--- src/hw/rtl/rau_pkg.sv ---
package rau_pkg;

  localparam int OP_W   = 32;   // operand bits used, 8..32
  localparam int MAG_W  = 32;   // magnitude width into the multiplier
  localparam int WORD_W = 64;
  localparam int CNT_W  = 7;
  localparam int SH_W   = 6;

  localparam logic [WORD_W-1:0] POS_MAX = 64'h7FFF_FFFF_FFFF_FFFF;
  localparam logic [WORD_W-1:0] NEG_MAX = 64'h8000_0000_0000_0000;

  typedef enum logic [2:0] {
    ACT_ADD = 3'd0,
    ACT_SUB = 3'd1,
    ACT_MUL = 3'd2,
    ACT_DIV = 3'd3,
    ACT_CMP = 3'd4
  } action_t;

  typedef enum logic [1:0] {
    OP_MUL = 2'd0,
    OP_DIV = 2'd1,
    OP_GCD = 2'd2
  } alu_op_t;

  typedef struct packed {
    logic              start;
    alu_op_t           op;
    logic [WORD_W-1:0] a;
    logic [WORD_W-1:0] b;
  } alu_cmd_t;

  typedef struct packed {
    logic              done;
    logic [WORD_W-1:0] res;
  } alu_res_t;

endpackage

--- src/hw/rtl/rational_arithmetic_unit_core.sv ---
// Channel  | Ports                                         | Transfer
// command  | start, action, a_num, a_den, b_num, b_den     | start && !busy
// result   | res_num, res_den, is_less/equal/greater,      | done (one cycle)
//          | zero_den_error, overflow                      |
// Steps: errors and unused actions finish straight from idle; compare two multiplies;
// multiply/divide two multiplies, a gcd and two divides; add/subtract a gcd, two divides,
// three multiplies, a gcd and two divides, on the one shared multiply/divide/gcd unit.
// Reset clears the sequencer and the strobe. busy is high while an item is
// worked on; the receiver cannot stall, each result is flagged by done for one cycle.
module rational_arithmetic_unit_core (
  input  logic        clk,
  input  logic        rst,
  input  logic        start,
  input  logic [2:0]  action,
  input  logic signed [31:0] a_num,
  input  logic signed [31:0] a_den,
  input  logic signed [31:0] b_num,
  input  logic signed [31:0] b_den,
  output logic        busy,
  output logic        done,
  output logic signed [63:0] res_num,
  output logic [62:0] res_den,
  output logic        is_less,
  output logic        is_equal,
  output logic        is_greater,
  output logic        zero_den_error,
  output logic        overflow
);

  typedef enum logic [10:0] {
    S_IDLE = 11'b000_0000_0001,
    S_G1   = 11'b000_0000_0010,
    S_Q1   = 11'b000_0000_0100,
    S_Q2   = 11'b000_0000_1000,
    S_M1   = 11'b000_0001_0000,
    S_M2   = 11'b000_0010_0000,
    S_M3   = 11'b000_0100_0000,
    S_G2   = 11'b000_1000_0000,
    S_D1   = 11'b001_0000_0000,
    S_D2   = 11'b010_0000_0000,
    S_SPARE = 11'b100_0000_0000
  } state_t;

  localparam int W = rau_pkg::WORD_W;
  localparam int M = rau_pkg::MAG_W;

  state_t            state;
  rau_pkg::action_t  act;
  logic              issued;
  logic [M-1:0]      am, ad, bm, bd, q1, q2;
  logic              an_neg, bn_neg, neg;
  logic [W-1:0]      g, mag, den;

  rau_pkg::alu_cmd_t ucmd;
  rau_pkg::alu_res_t ursp;

  rau_alu u_alu (.clk(clk), .rst(rst), .cmd(ucmd), .rsp(ursp));

  // operand decode
  logic signed [M:0] an_s, ad_s, bn_s, bd_s;
  logic [M:0]        an_a, ad_a, bn_a, bd_a;
  logic              err, in_an_neg, in_bn_neg;

  assign an_s = (M+1)'($signed(a_num[rau_pkg::OP_W-1:0]));
  assign ad_s = (M+1)'($signed(a_den[rau_pkg::OP_W-1:0]));
  assign bn_s = (M+1)'($signed(b_num[rau_pkg::OP_W-1:0]));
  assign bd_s = (M+1)'($signed(b_den[rau_pkg::OP_W-1:0]));
  assign an_a = an_s[M] ? -an_s : an_s;
  assign ad_a = ad_s[M] ? -ad_s : ad_s;
  assign bn_a = bn_s[M] ? -bn_s : bn_s;
  assign bd_a = bd_s[M] ? -bd_s : bd_s;
  assign in_an_neg = (an_s[M] ^ ad_s[M]) && (an_s != '0);
  assign in_bn_neg = (bn_s[M] ^ bd_s[M]) && (bn_s != '0);
  assign err = (ad_s == '0) || (bd_s == '0) ||
               (action == rau_pkg::ACT_DIV && bn_s == '0);

  function automatic logic [W-1:0] zx(input logic [M-1:0] v);
    zx = W'(v);
  endfunction

  // unit command
  always_comb begin
    ucmd.start = (state != S_IDLE) && !issued;
    ucmd.op    = rau_pkg::OP_MUL;
    ucmd.a     = '0;
    ucmd.b     = '0;
    unique case (state)
      S_G1: begin ucmd.op = rau_pkg::OP_GCD; ucmd.a = zx(ad); ucmd.b = zx(bd); end
      S_Q1: begin ucmd.op = rau_pkg::OP_DIV; ucmd.a = zx(ad); ucmd.b = g; end
      S_Q2: begin ucmd.op = rau_pkg::OP_DIV; ucmd.a = zx(bd); ucmd.b = g; end
      S_M1: begin
        case (act)
          rau_pkg::ACT_MUL: begin ucmd.a = zx(ad); ucmd.b = zx(bd); end
          rau_pkg::ACT_DIV: begin ucmd.a = zx(ad); ucmd.b = zx(bm); end
          rau_pkg::ACT_CMP: begin ucmd.a = zx(bm); ucmd.b = zx(ad); end
          default:          begin ucmd.a = zx(q1); ucmd.b = zx(bd); end
        endcase
      end
      S_M2: begin
        case (act)
          rau_pkg::ACT_MUL: begin ucmd.a = zx(am); ucmd.b = zx(bm); end
          rau_pkg::ACT_DIV, rau_pkg::ACT_CMP: begin ucmd.a = zx(am); ucmd.b = zx(bd); end
          default:          begin ucmd.a = zx(am); ucmd.b = zx(q2); end
        endcase
      end
      S_M3: begin ucmd.a = zx(bm); ucmd.b = zx(q1); end
      S_G2: begin ucmd.op = rau_pkg::OP_GCD; ucmd.a = mag; ucmd.b = den; end
      S_D1: begin ucmd.op = rau_pkg::OP_DIV; ucmd.a = mag; ucmd.b = g; end
      S_D2: begin ucmd.op = rau_pkg::OP_DIV; ucmd.a = den; ucmd.b = g; end
      default: ucmd.start = 1'b0;
    endcase
  end

  // add/subtract combine: ta in mag, tb from the unit
  logic          tb_neg, sum_neg;
  logic [W-1:0]  sum_mag;
  always_comb begin
    tb_neg = (act == rau_pkg::ACT_SUB) ? ((bm != '0) && !bn_neg) : bn_neg;
    if (an_neg == tb_neg) begin
      sum_mag = mag + ursp.res;
      sum_neg = an_neg;
    end else if (mag >= ursp.res) begin
      sum_mag = mag - ursp.res;
      sum_neg = an_neg;
    end else begin
      sum_mag = ursp.res - mag;
      sum_neg = tb_neg;
    end
  end

  // final range check: mag reduced, den from the unit
  logic          fin_neg, fin_ovf;
  always_comb begin
    fin_neg = neg && (mag != '0);
    fin_ovf = (ursp.res > rau_pkg::POS_MAX) ||
              (!fin_neg && mag > rau_pkg::POS_MAX) ||
              (fin_neg && mag > rau_pkg::NEG_MAX);
  end

  // compare over cross products: lm from the unit, rm in den
  logic c_less, c_equal;
  always_comb begin
    c_equal = (an_neg == bn_neg) && (ursp.res == den);
    c_less  = (an_neg && !bn_neg) ||
              (!an_neg && !bn_neg && ursp.res < den) ||
              (an_neg && bn_neg && ursp.res > den);
  end

  always_ff @(posedge clk) begin
    if (rst) begin
      state  <= S_IDLE;
      issued <= 1'b0;
      done   <= 1'b0;
    end else begin
      done <= 1'b0;
      if (ucmd.start) issued <= 1'b1;
      if (ursp.done)  issued <= 1'b0;
      unique case (state)
        S_IDLE: begin
          if (start) begin
            res_num        <= '0;
            res_den        <= '0;
            is_less        <= 1'b0;
            is_equal       <= 1'b0;
            is_greater     <= 1'b0;
            zero_den_error <= 1'b0;
            overflow       <= 1'b0;
            am     <= an_a[M-1:0];
            ad     <= ad_a[M-1:0];
            bm     <= bn_a[M-1:0];
            bd     <= bd_a[M-1:0];
            an_neg <= in_an_neg;
            bn_neg <= in_bn_neg;
            neg    <= in_an_neg ^ in_bn_neg;
            act    <= rau_pkg::action_t'(action);
            if (action > rau_pkg::ACT_CMP) begin
              done <= 1'b1;
            end else if (err) begin
              zero_den_error <= 1'b1;
              done           <= 1'b1;
            end else if (action == rau_pkg::ACT_ADD || action == rau_pkg::ACT_SUB) begin
              state <= S_G1;
            end else begin
              state <= S_M1;
            end
          end
        end
        S_G1: if (ursp.done) begin g <= ursp.res; state <= S_Q1; end
        S_Q1: if (ursp.done) begin q1 <= ursp.res[M-1:0]; state <= S_Q2; end
        S_Q2: if (ursp.done) begin q2 <= ursp.res[M-1:0]; state <= S_M1; end
        S_M1: if (ursp.done) begin den <= ursp.res; state <= S_M2; end
        S_M2: if (ursp.done) begin
          mag <= ursp.res;
          if (act == rau_pkg::ACT_CMP) begin
            is_less    <= c_less;
            is_equal   <= c_equal;
            is_greater <= !c_less && !c_equal;
            done       <= 1'b1;
            state      <= S_IDLE;
          end else if (act == rau_pkg::ACT_ADD || act == rau_pkg::ACT_SUB) begin
            state <= S_M3;
          end else begin
            state <= S_G2;
          end
        end
        S_M3: if (ursp.done) begin
          mag   <= sum_mag;
          neg   <= sum_neg;
          state <= S_G2;
        end
        S_G2: if (ursp.done) begin
          g     <= (ursp.res == '0) ? W'(1) : ursp.res;
          state <= S_D1;
        end
        S_D1: if (ursp.done) begin mag <= ursp.res; state <= S_D2; end
        S_D2: if (ursp.done) begin
          if (fin_ovf) begin
            overflow <= 1'b1;
          end else begin
            res_num <= fin_neg ? -mag : mag;
            res_den <= ursp.res[W-2:0];
          end
          done  <= 1'b1;
          state <= S_IDLE;
        end
        default: state <= S_IDLE;
      endcase
    end
  end

  assign busy = state != S_IDLE;

  assert property (@(posedge clk) disable iff (rst) ursp.done |-> state != S_IDLE)
    else $error("unit result with no item in work");
  assert property (@(posedge clk) disable iff (rst)
    done |-> $onehot0({is_less, is_equal, is_greater}))
    else $error("compare flags not exclusive");
  assert property (@(posedge clk) disable iff (rst)
    (done && (overflow || zero_den_error)) |-> (res_num == '0 && res_den == '0))
    else $error("error result carries a value");
  assert property (@(posedge clk) disable iff (rst)
    (start && !busy) |=> (busy || done))
    else $error("transfer dropped");

endmodule

--- src/hw/rtl/rau_alu.sv ---
// Shared iterative unit: shift-add multiply (32 steps), restoring divide
// (64 steps, quotient), binary gcd (one compare/subtract or shift a step).
module rau_alu (
  input  logic              clk,
  input  logic              rst,
  input  rau_pkg::alu_cmd_t cmd,
  output rau_pkg::alu_res_t rsp
);

  typedef enum logic [3:0] {
    U_IDLE = 4'b0001,
    U_MUL  = 4'b0010,
    U_DIV  = 4'b0100,
    U_GCD  = 4'b1000
  } ustate_t;

  ustate_t state;
  logic [rau_pkg::WORD_W-1:0] x, y, z;
  logic [rau_pkg::WORD_W:0]   rem;
  logic [rau_pkg::CNT_W-1:0]  cnt;
  logic [rau_pkg::SH_W-1:0]   k;
  logic                       done;
  logic [rau_pkg::WORD_W-1:0] res;

  logic [rau_pkg::WORD_W:0]   rem_sh;
  logic                       fits;

  assign rem_sh = {rem[rau_pkg::WORD_W-1:0], x[rau_pkg::WORD_W-1]};
  assign fits   = rem_sh >= {1'b0, y};

  always_ff @(posedge clk) begin
    if (rst) begin
      state <= U_IDLE;
      done  <= 1'b0;
    end else begin
      done <= 1'b0;
      unique case (state)
        U_IDLE: begin
          if (cmd.start) begin
            x   <= cmd.a;
            y   <= cmd.b;
            z   <= '0;
            rem <= '0;
            cnt <= '0;
            k   <= '0;
            unique case (cmd.op)
              rau_pkg::OP_MUL: state <= U_MUL;
              rau_pkg::OP_DIV: state <= U_DIV;
              default:         state <= U_GCD;
            endcase
          end
        end
        U_MUL: begin
          // x: shifted multiplicand, y: multiplier bits, z: accumulator
          if (y[0]) z <= z + x;
          x   <= {x[rau_pkg::WORD_W-2:0], 1'b0};
          y   <= {1'b0, y[rau_pkg::WORD_W-1:1]};
          cnt <= cnt + 1'b1;
          if (cnt == rau_pkg::CNT_W'(rau_pkg::MAG_W - 1)) begin
            res   <= y[0] ? z + x : z;
            done  <= 1'b1;
            state <= U_IDLE;
          end
        end
        U_DIV: begin
          // x shifts out the dividend and takes in the quotient
          rem <= fits ? rem_sh - {1'b0, y} : rem_sh;
          x   <= {x[rau_pkg::WORD_W-2:0], fits};
          cnt <= cnt + 1'b1;
          if (cnt == rau_pkg::CNT_W'(rau_pkg::WORD_W - 1)) begin
            res   <= {x[rau_pkg::WORD_W-2:0], fits};
            done  <= 1'b1;
            state <= U_IDLE;
          end
        end
        U_GCD: begin
          if (x == '0) begin
            res   <= y << k;
            done  <= 1'b1;
            state <= U_IDLE;
          end else if (y == '0) begin
            res   <= x << k;
            done  <= 1'b1;
            state <= U_IDLE;
          end else if (!x[0] && !y[0]) begin
            x <= x >> 1;
            y <= y >> 1;
            k <= k + 1'b1;
          end else if (!x[0]) begin
            x <= x >> 1;
          end else if (!y[0]) begin
            y <= y >> 1;
          end else if (x >= y) begin
            x <= x - y;
          end else begin
            y <= y - x;
          end
        end
        default: state <= U_IDLE;
      endcase
    end
  end

  assign rsp.done = done;
  assign rsp.res  = res;

  assert property (@(posedge clk) disable iff (rst) done |-> state == U_IDLE)
    else $error("unit done while still stepping");
  assert property (@(posedge clk) disable iff (rst)
    (state == U_IDLE && cmd.start) |=> state != U_IDLE)
    else $error("unit start not taken");
  assert property (@(posedge clk) disable iff (rst)
    (state == U_MUL || state == U_DIV) |-> cnt < rau_pkg::CNT_W'(rau_pkg::WORD_W))
    else $error("step count past end");

endmodule

--- config.mk ---
export PLATFORM = sky130hd
export DESIGN_NAME = rational_arithmetic_unit_core
export DESIGN_NICKNAME = d
export VERILOG_FILES = /design/src/hw/rtl/rau_pkg.sv /design/src/hw/rtl/rational_arithmetic_unit_core.sv /design/src/hw/rtl/rau_alu.sv
export SDC_FILE = /design/constraint.sdc
export NUM_CORES = 2
export LEC_CHECK = 0
export BUFFER_PORTS_ARGS = -buffer_cell sky130_fd_sc_hd__buf_2
export CELL_PAD_IN_SITES_DETAIL_PLACEMENT = 1
export CELL_PAD_IN_SITES_GLOBAL_PLACEMENT = 1
export CORE_ASPECT_RATIO = 0.75
export CORE_UTILIZATION = 54
export CTS_CLUSTER_DIAMETER = 120
export CTS_CLUSTER_SIZE = 20
export DETAILED_ROUTE_END_ITERATION = 6
export PLACE_DENSITY_LB_ADDON = 0.1
export SETUP_SLACK_MARGIN = 0.2
export SYNTH_ARGS = -nofsm -noshare
export SYNTH_HDL_FRONTEND = slang
export SYNTH_HIERARCHICAL = 1
export SYNTH_SLANG_ARGS = --single-unit
--- constraint.sdc ---
create_clock -name clk -period 25.5 [get_ports clk]
set_clock_uncertainty 0.15 [all_clocks]
set_input_delay 2.55 -clock clk [delete_from_list [all_inputs] [get_ports clk]]
set_output_delay 2.55 -clock clk [all_outputs]
set_load 0.02 [all_outputs]
==> key figures <==
Outcome
  • Outcome: finished, violations left
  • Failing checks: design-rule violations, max-capacitance violations, max-slew violations

Detailed routing
  • Routed WL: ~380 mm
  • WL/cell: 36.21 um
  • Vias: 79.28k
  • Initial DRT Pass Iterations: 7
  • DRC Markers: 156
  • Vias per inst: ~7.6
  • Post-DRT Antenna Nets: 0
  • Iteration-0 DRC Markers: 14.22k

Logic synthesis
  • Cell taking the most area after synthesis: edfxtp_1
  • Main synth FF type: edfxtp_1
  • Sequential-to-total area share from yosys stat: 0.3434
  • Post-synth EDFFs: 855
  • Syn avg cell area: 8.796 sq um
  • Cell count after synthesis: about 8.6k
  • Distinct cells, synth: ~110
  • Syn_nets: between 9k and 10k
  • Area contributors post-synth: edfxtp_1 34%, ha_1 8.6%, a21oi_1 4.9%
  • Async set or reset register ratio after synthesis: 0
  • Post-synth top area share: 0.3389
  • Synth Register Bits: 872
  • Synth Cell Area: 75750 sq um
  • Yosys warnings: 6

Floorplanning
  • # IOs: 268
  • Die area: roughly 140000 sq um
  • Overall die width: 434.5 um
  • # rows: 118
  • CORE AREA: 138600 sq um
  • Initial Util: 0.5464
  • Die Y: 326.4 um

Global route
  • Total track usage: 0.5094
  • Most Crowded Layer GR: met2
  • First-pass GRT wire length: 533.8 mm
  • Largest net degree at the start of global routing: 87
  • Grt met2 use: 0.6874
  • Antenna violations before repair: 24
  • Grt met3 use: 0.2090
  • Vias in the first global route: between 70k and 80k
  • Global Route met1 Usage: 0.6820
  • Total gr overflow: 0

STA
  • Worst setup margin: 18.09 ns
  • Crit share post-route: 0.2905
  • Max-slew headroom: -0.07281
  • # setup viols final: 0
  • Minimum clock period: 7.407 ns
  • Max-slew violations: 10
  • Worst-Margin Slew: approximately 1.6 ns
  • Hold WS: 0.4027 ns
  • Setup tns final: 0 ns
  • Max Clk Rate: 135.0 MHz
  • RSZ-0062 raised after global routing: no
  • Final Hold Viols: 0

Clocking
  • Post-cts resize count: 0
  • Clock sinks: ~870
  • Register clock-pin slew on the reported worst setup and hold paths: 0.10 ns
  • Worst skew pair latency: 0.79 ns
  • Clk buf depth: 3
  • CTS H-tree lvls: 2
  • CTS tree: yes
  • Num CTS Buffers: 50
  • Hold Buf Count CTS: 0
  • Post-CTS Setup Bufs: 0
  • CTS root buf: clkbuf_16

Placed design
  • DP Area: 78520 sq um
  • Place WS: roughly 18 ns
  • GP Congestion: 1.118
  • DP Cell Count: 10.30k
  • Buffers on Ports: 267
  • Detailed Place HPWL: 290.9 mm

Power and ir drop
  • Logic pwr share: 0.508
  • Sw frac: 0.4823
  • Pleak: 30.49 nW
  • Sequential cell fraction of total power: 0.337
  • Pwr dens: 77.78 nW/um^2
  • Pint: 0.003223 W
  • Power share of the clock group: 0.155
  • Net Sw Power: 0.003002 W
  • VDD IR max: 63.87 uV

Setup path
  • R2R Setup Slk: 18.09 ns
  • FF-to-FF End: res_num[57]
  • WS Path Type: register to register
  • FF-to-FF path depth: 14
  • Worst endpoint data arrival time: around 7.6 ns
  • Worst-path maximum fanout: 66
  • Worst Setup End Kind: register
  • Worst r2r src: mag[1]
  • Nature of the critical path startpoint: register
  • CP Data Required Time: 25.72 ns

Layout
  • Nets@finish: ~9k
  • Area growth syn-to-layout: 5.639%
  • Non-Filler Instances: between 10k and 15k
  • Share of layout cells above drive strength 1: 0.08232
  • Filler instances: ~16k
  • Cell area after layout: ~80000 sq um

Hold path
  • Min-delay src: issued
  • Min-Delay Path Class: register to register
  • Hold-critical path depth: 2
  • Hold Path End: issued

Job
  • Max Cap Violations: 4
==> logic make-up (layout without fill, tap and decap cells) <==
kind of cell / after synthesis / in the layout / share of synthesized area
compound gates: 2969 / 2969 / 0.2558
buf+inv: 1087 / 991 / 0.05525
flops: 872 / 872 / 0.3434
other cells: 0 / 18 / 0
mux: 369 / 369 / 0.05748
fa+ha+maj: 527 / 527 / 0.08774
xor+xnor: 476 / 476 / 0.05503
simple gates: 2312 / 2312 / 0.1453
==> worst max-delay path by stage <==
stage                       from     endpoint  slack [ns]  cells after the start
final                     mag[1]  res_num[57]       18.09                     14
after detailed placement  mag[1]  res_den[58]       18.49                     14
after CTS                 mag[1]  res_num[57]       18.43                     14
after global routing      mag[1]  res_den[58]       18.08                     14
after floorplan           mag[1]   res_den[0]       14.47                     14
after global placement    mag[1]  res_den[60]       18.81                     14
==> critical path, stage by stage, from the launching register on <==
cell and delay [ns]:
edfxtp_1 0.55, inv_1 0.22, ha_1 0.23, nand2_1 0.18, or4_1 0.57, or3_1 0.61, nor3b_2 0.44, nand4_1 0.36
or4_1 0.90, or3_1 0.46, a21oi_1 0.35, a21oi_1 0.17, nor4_4 0.16, buf_4 0.69, buf_4 0.81
==> synth_stat cells, types with 47 or more instances <==
master,n
edfxtp_1,855
a21oi_1,744
nor2_1,669
nand2_1,667
o21ai_0,610
ha_1,520
clkbuf_1,498
inv_1,485
xnor2_1,379
mux2i_1,273
a21o_1,210
a22oi_1,207
nand3_1,160
nor3_1,144
nand4_1,142
o21ai_1,119
a31oi_1,117
o21bai_1,112
nor4_1,107
o31ai_1,104
a222oi_1,100
xor2_1,97
a211oi_1,83
nand2b_1,82
a22o_1,69
nor2b_1,65
o211ai_1,63
or3_1,60
o21a_1,50
mux4_2,48
a221o_1,47
buf_1,47
mux2_2,47
==> layout by cell type (no fill, tap or decap), types with 116 or more instances in the layout <==
cell type / Yosys / layout
a21o_1: 210 / 210
a21oi_1: 744 / 741
a22oi_1: 207 / 207
a31oi_1: 117 / 117
buf_2: 38 / 267
buf_4: 7 / 153
edfxtp_1: 855 / 855
ha_1: 520 / 520
inv_1: 485 / 483
mux2i_1: 273 / 273
nand2_1: 667 / 663
nand3_1: 160 / 159
nand4_1: 142 / 142
nor2_1: 669 / 658
nor3_1: 144 / 144
o21ai_0: 610 / 610
o21ai_1: 119 / 116
xnor2_1: 379 / 377
==> power groups by stage <==
stage | Combinational (W) | Clock, W | Sequential [W]
after floorplan | 0.00188 | 0 | 0.00209
after global placement | 0.00286 | 0 | 0.00208
after detailed placement | 0.00297 | 0 | 0.00210
after CTS | 0.00299 | 0.000944 | 0.00206
after global routing | 0.00325 | 0.000978 | 0.00209
final | 0.00316 | 0.000962 | 0.00210
==> sequential cells by signal, summed over array words and instances, names as in the netlist, 7 cells and up <==
register / count
u_alu/x: 64
u_alu/cnt: 7
u_alu/y: 64
q1: 32
res_den: 63
mag: 64
u_alu/res: 64
ad: 32
g: 64
u_alu/z: 64
res_num: 64
state: 10
bm: 32
den: 64
bd: 32
am: 32
q2: 32
u_alu/rem: 64
==> cell type report <==
cell class	instances	area, sq um	share of cell area
antenna	18	45.04	0.0005629
clock buffer	67	1315	0.01643
clock inverter	10	148.9	0.001861
inverter	494	1854	0.02317
multi-input combinational	6653	45840	0.5728
sequential	872	26020	0.3251
tap	1860	2327	0.02908
timing repair buffer	420	2485	0.03105
==> per-layer routing <==
layer	wire (um)	part of all wire	vias up
met1	142000	0.38	38848
li1	-	-	32096
met4	27680	0.074	26
met3	60780	0.16	1472
met5	212	0.00056	-
met2	145700	0.39	6833
==> metrics by stage <==
stage	utilization	power, W
2_1_floorplan	-	0.003967
3_3_place_gp	0.5664	0.004946
3_5_place_dp	0.5664	0.005064
4_1_cts	0.5769	0.005999
5_1_grt	0.5770	0.006319
6_report	0.5772	0.006224
No activity file was read; power rests on OpenSTA's default activity.
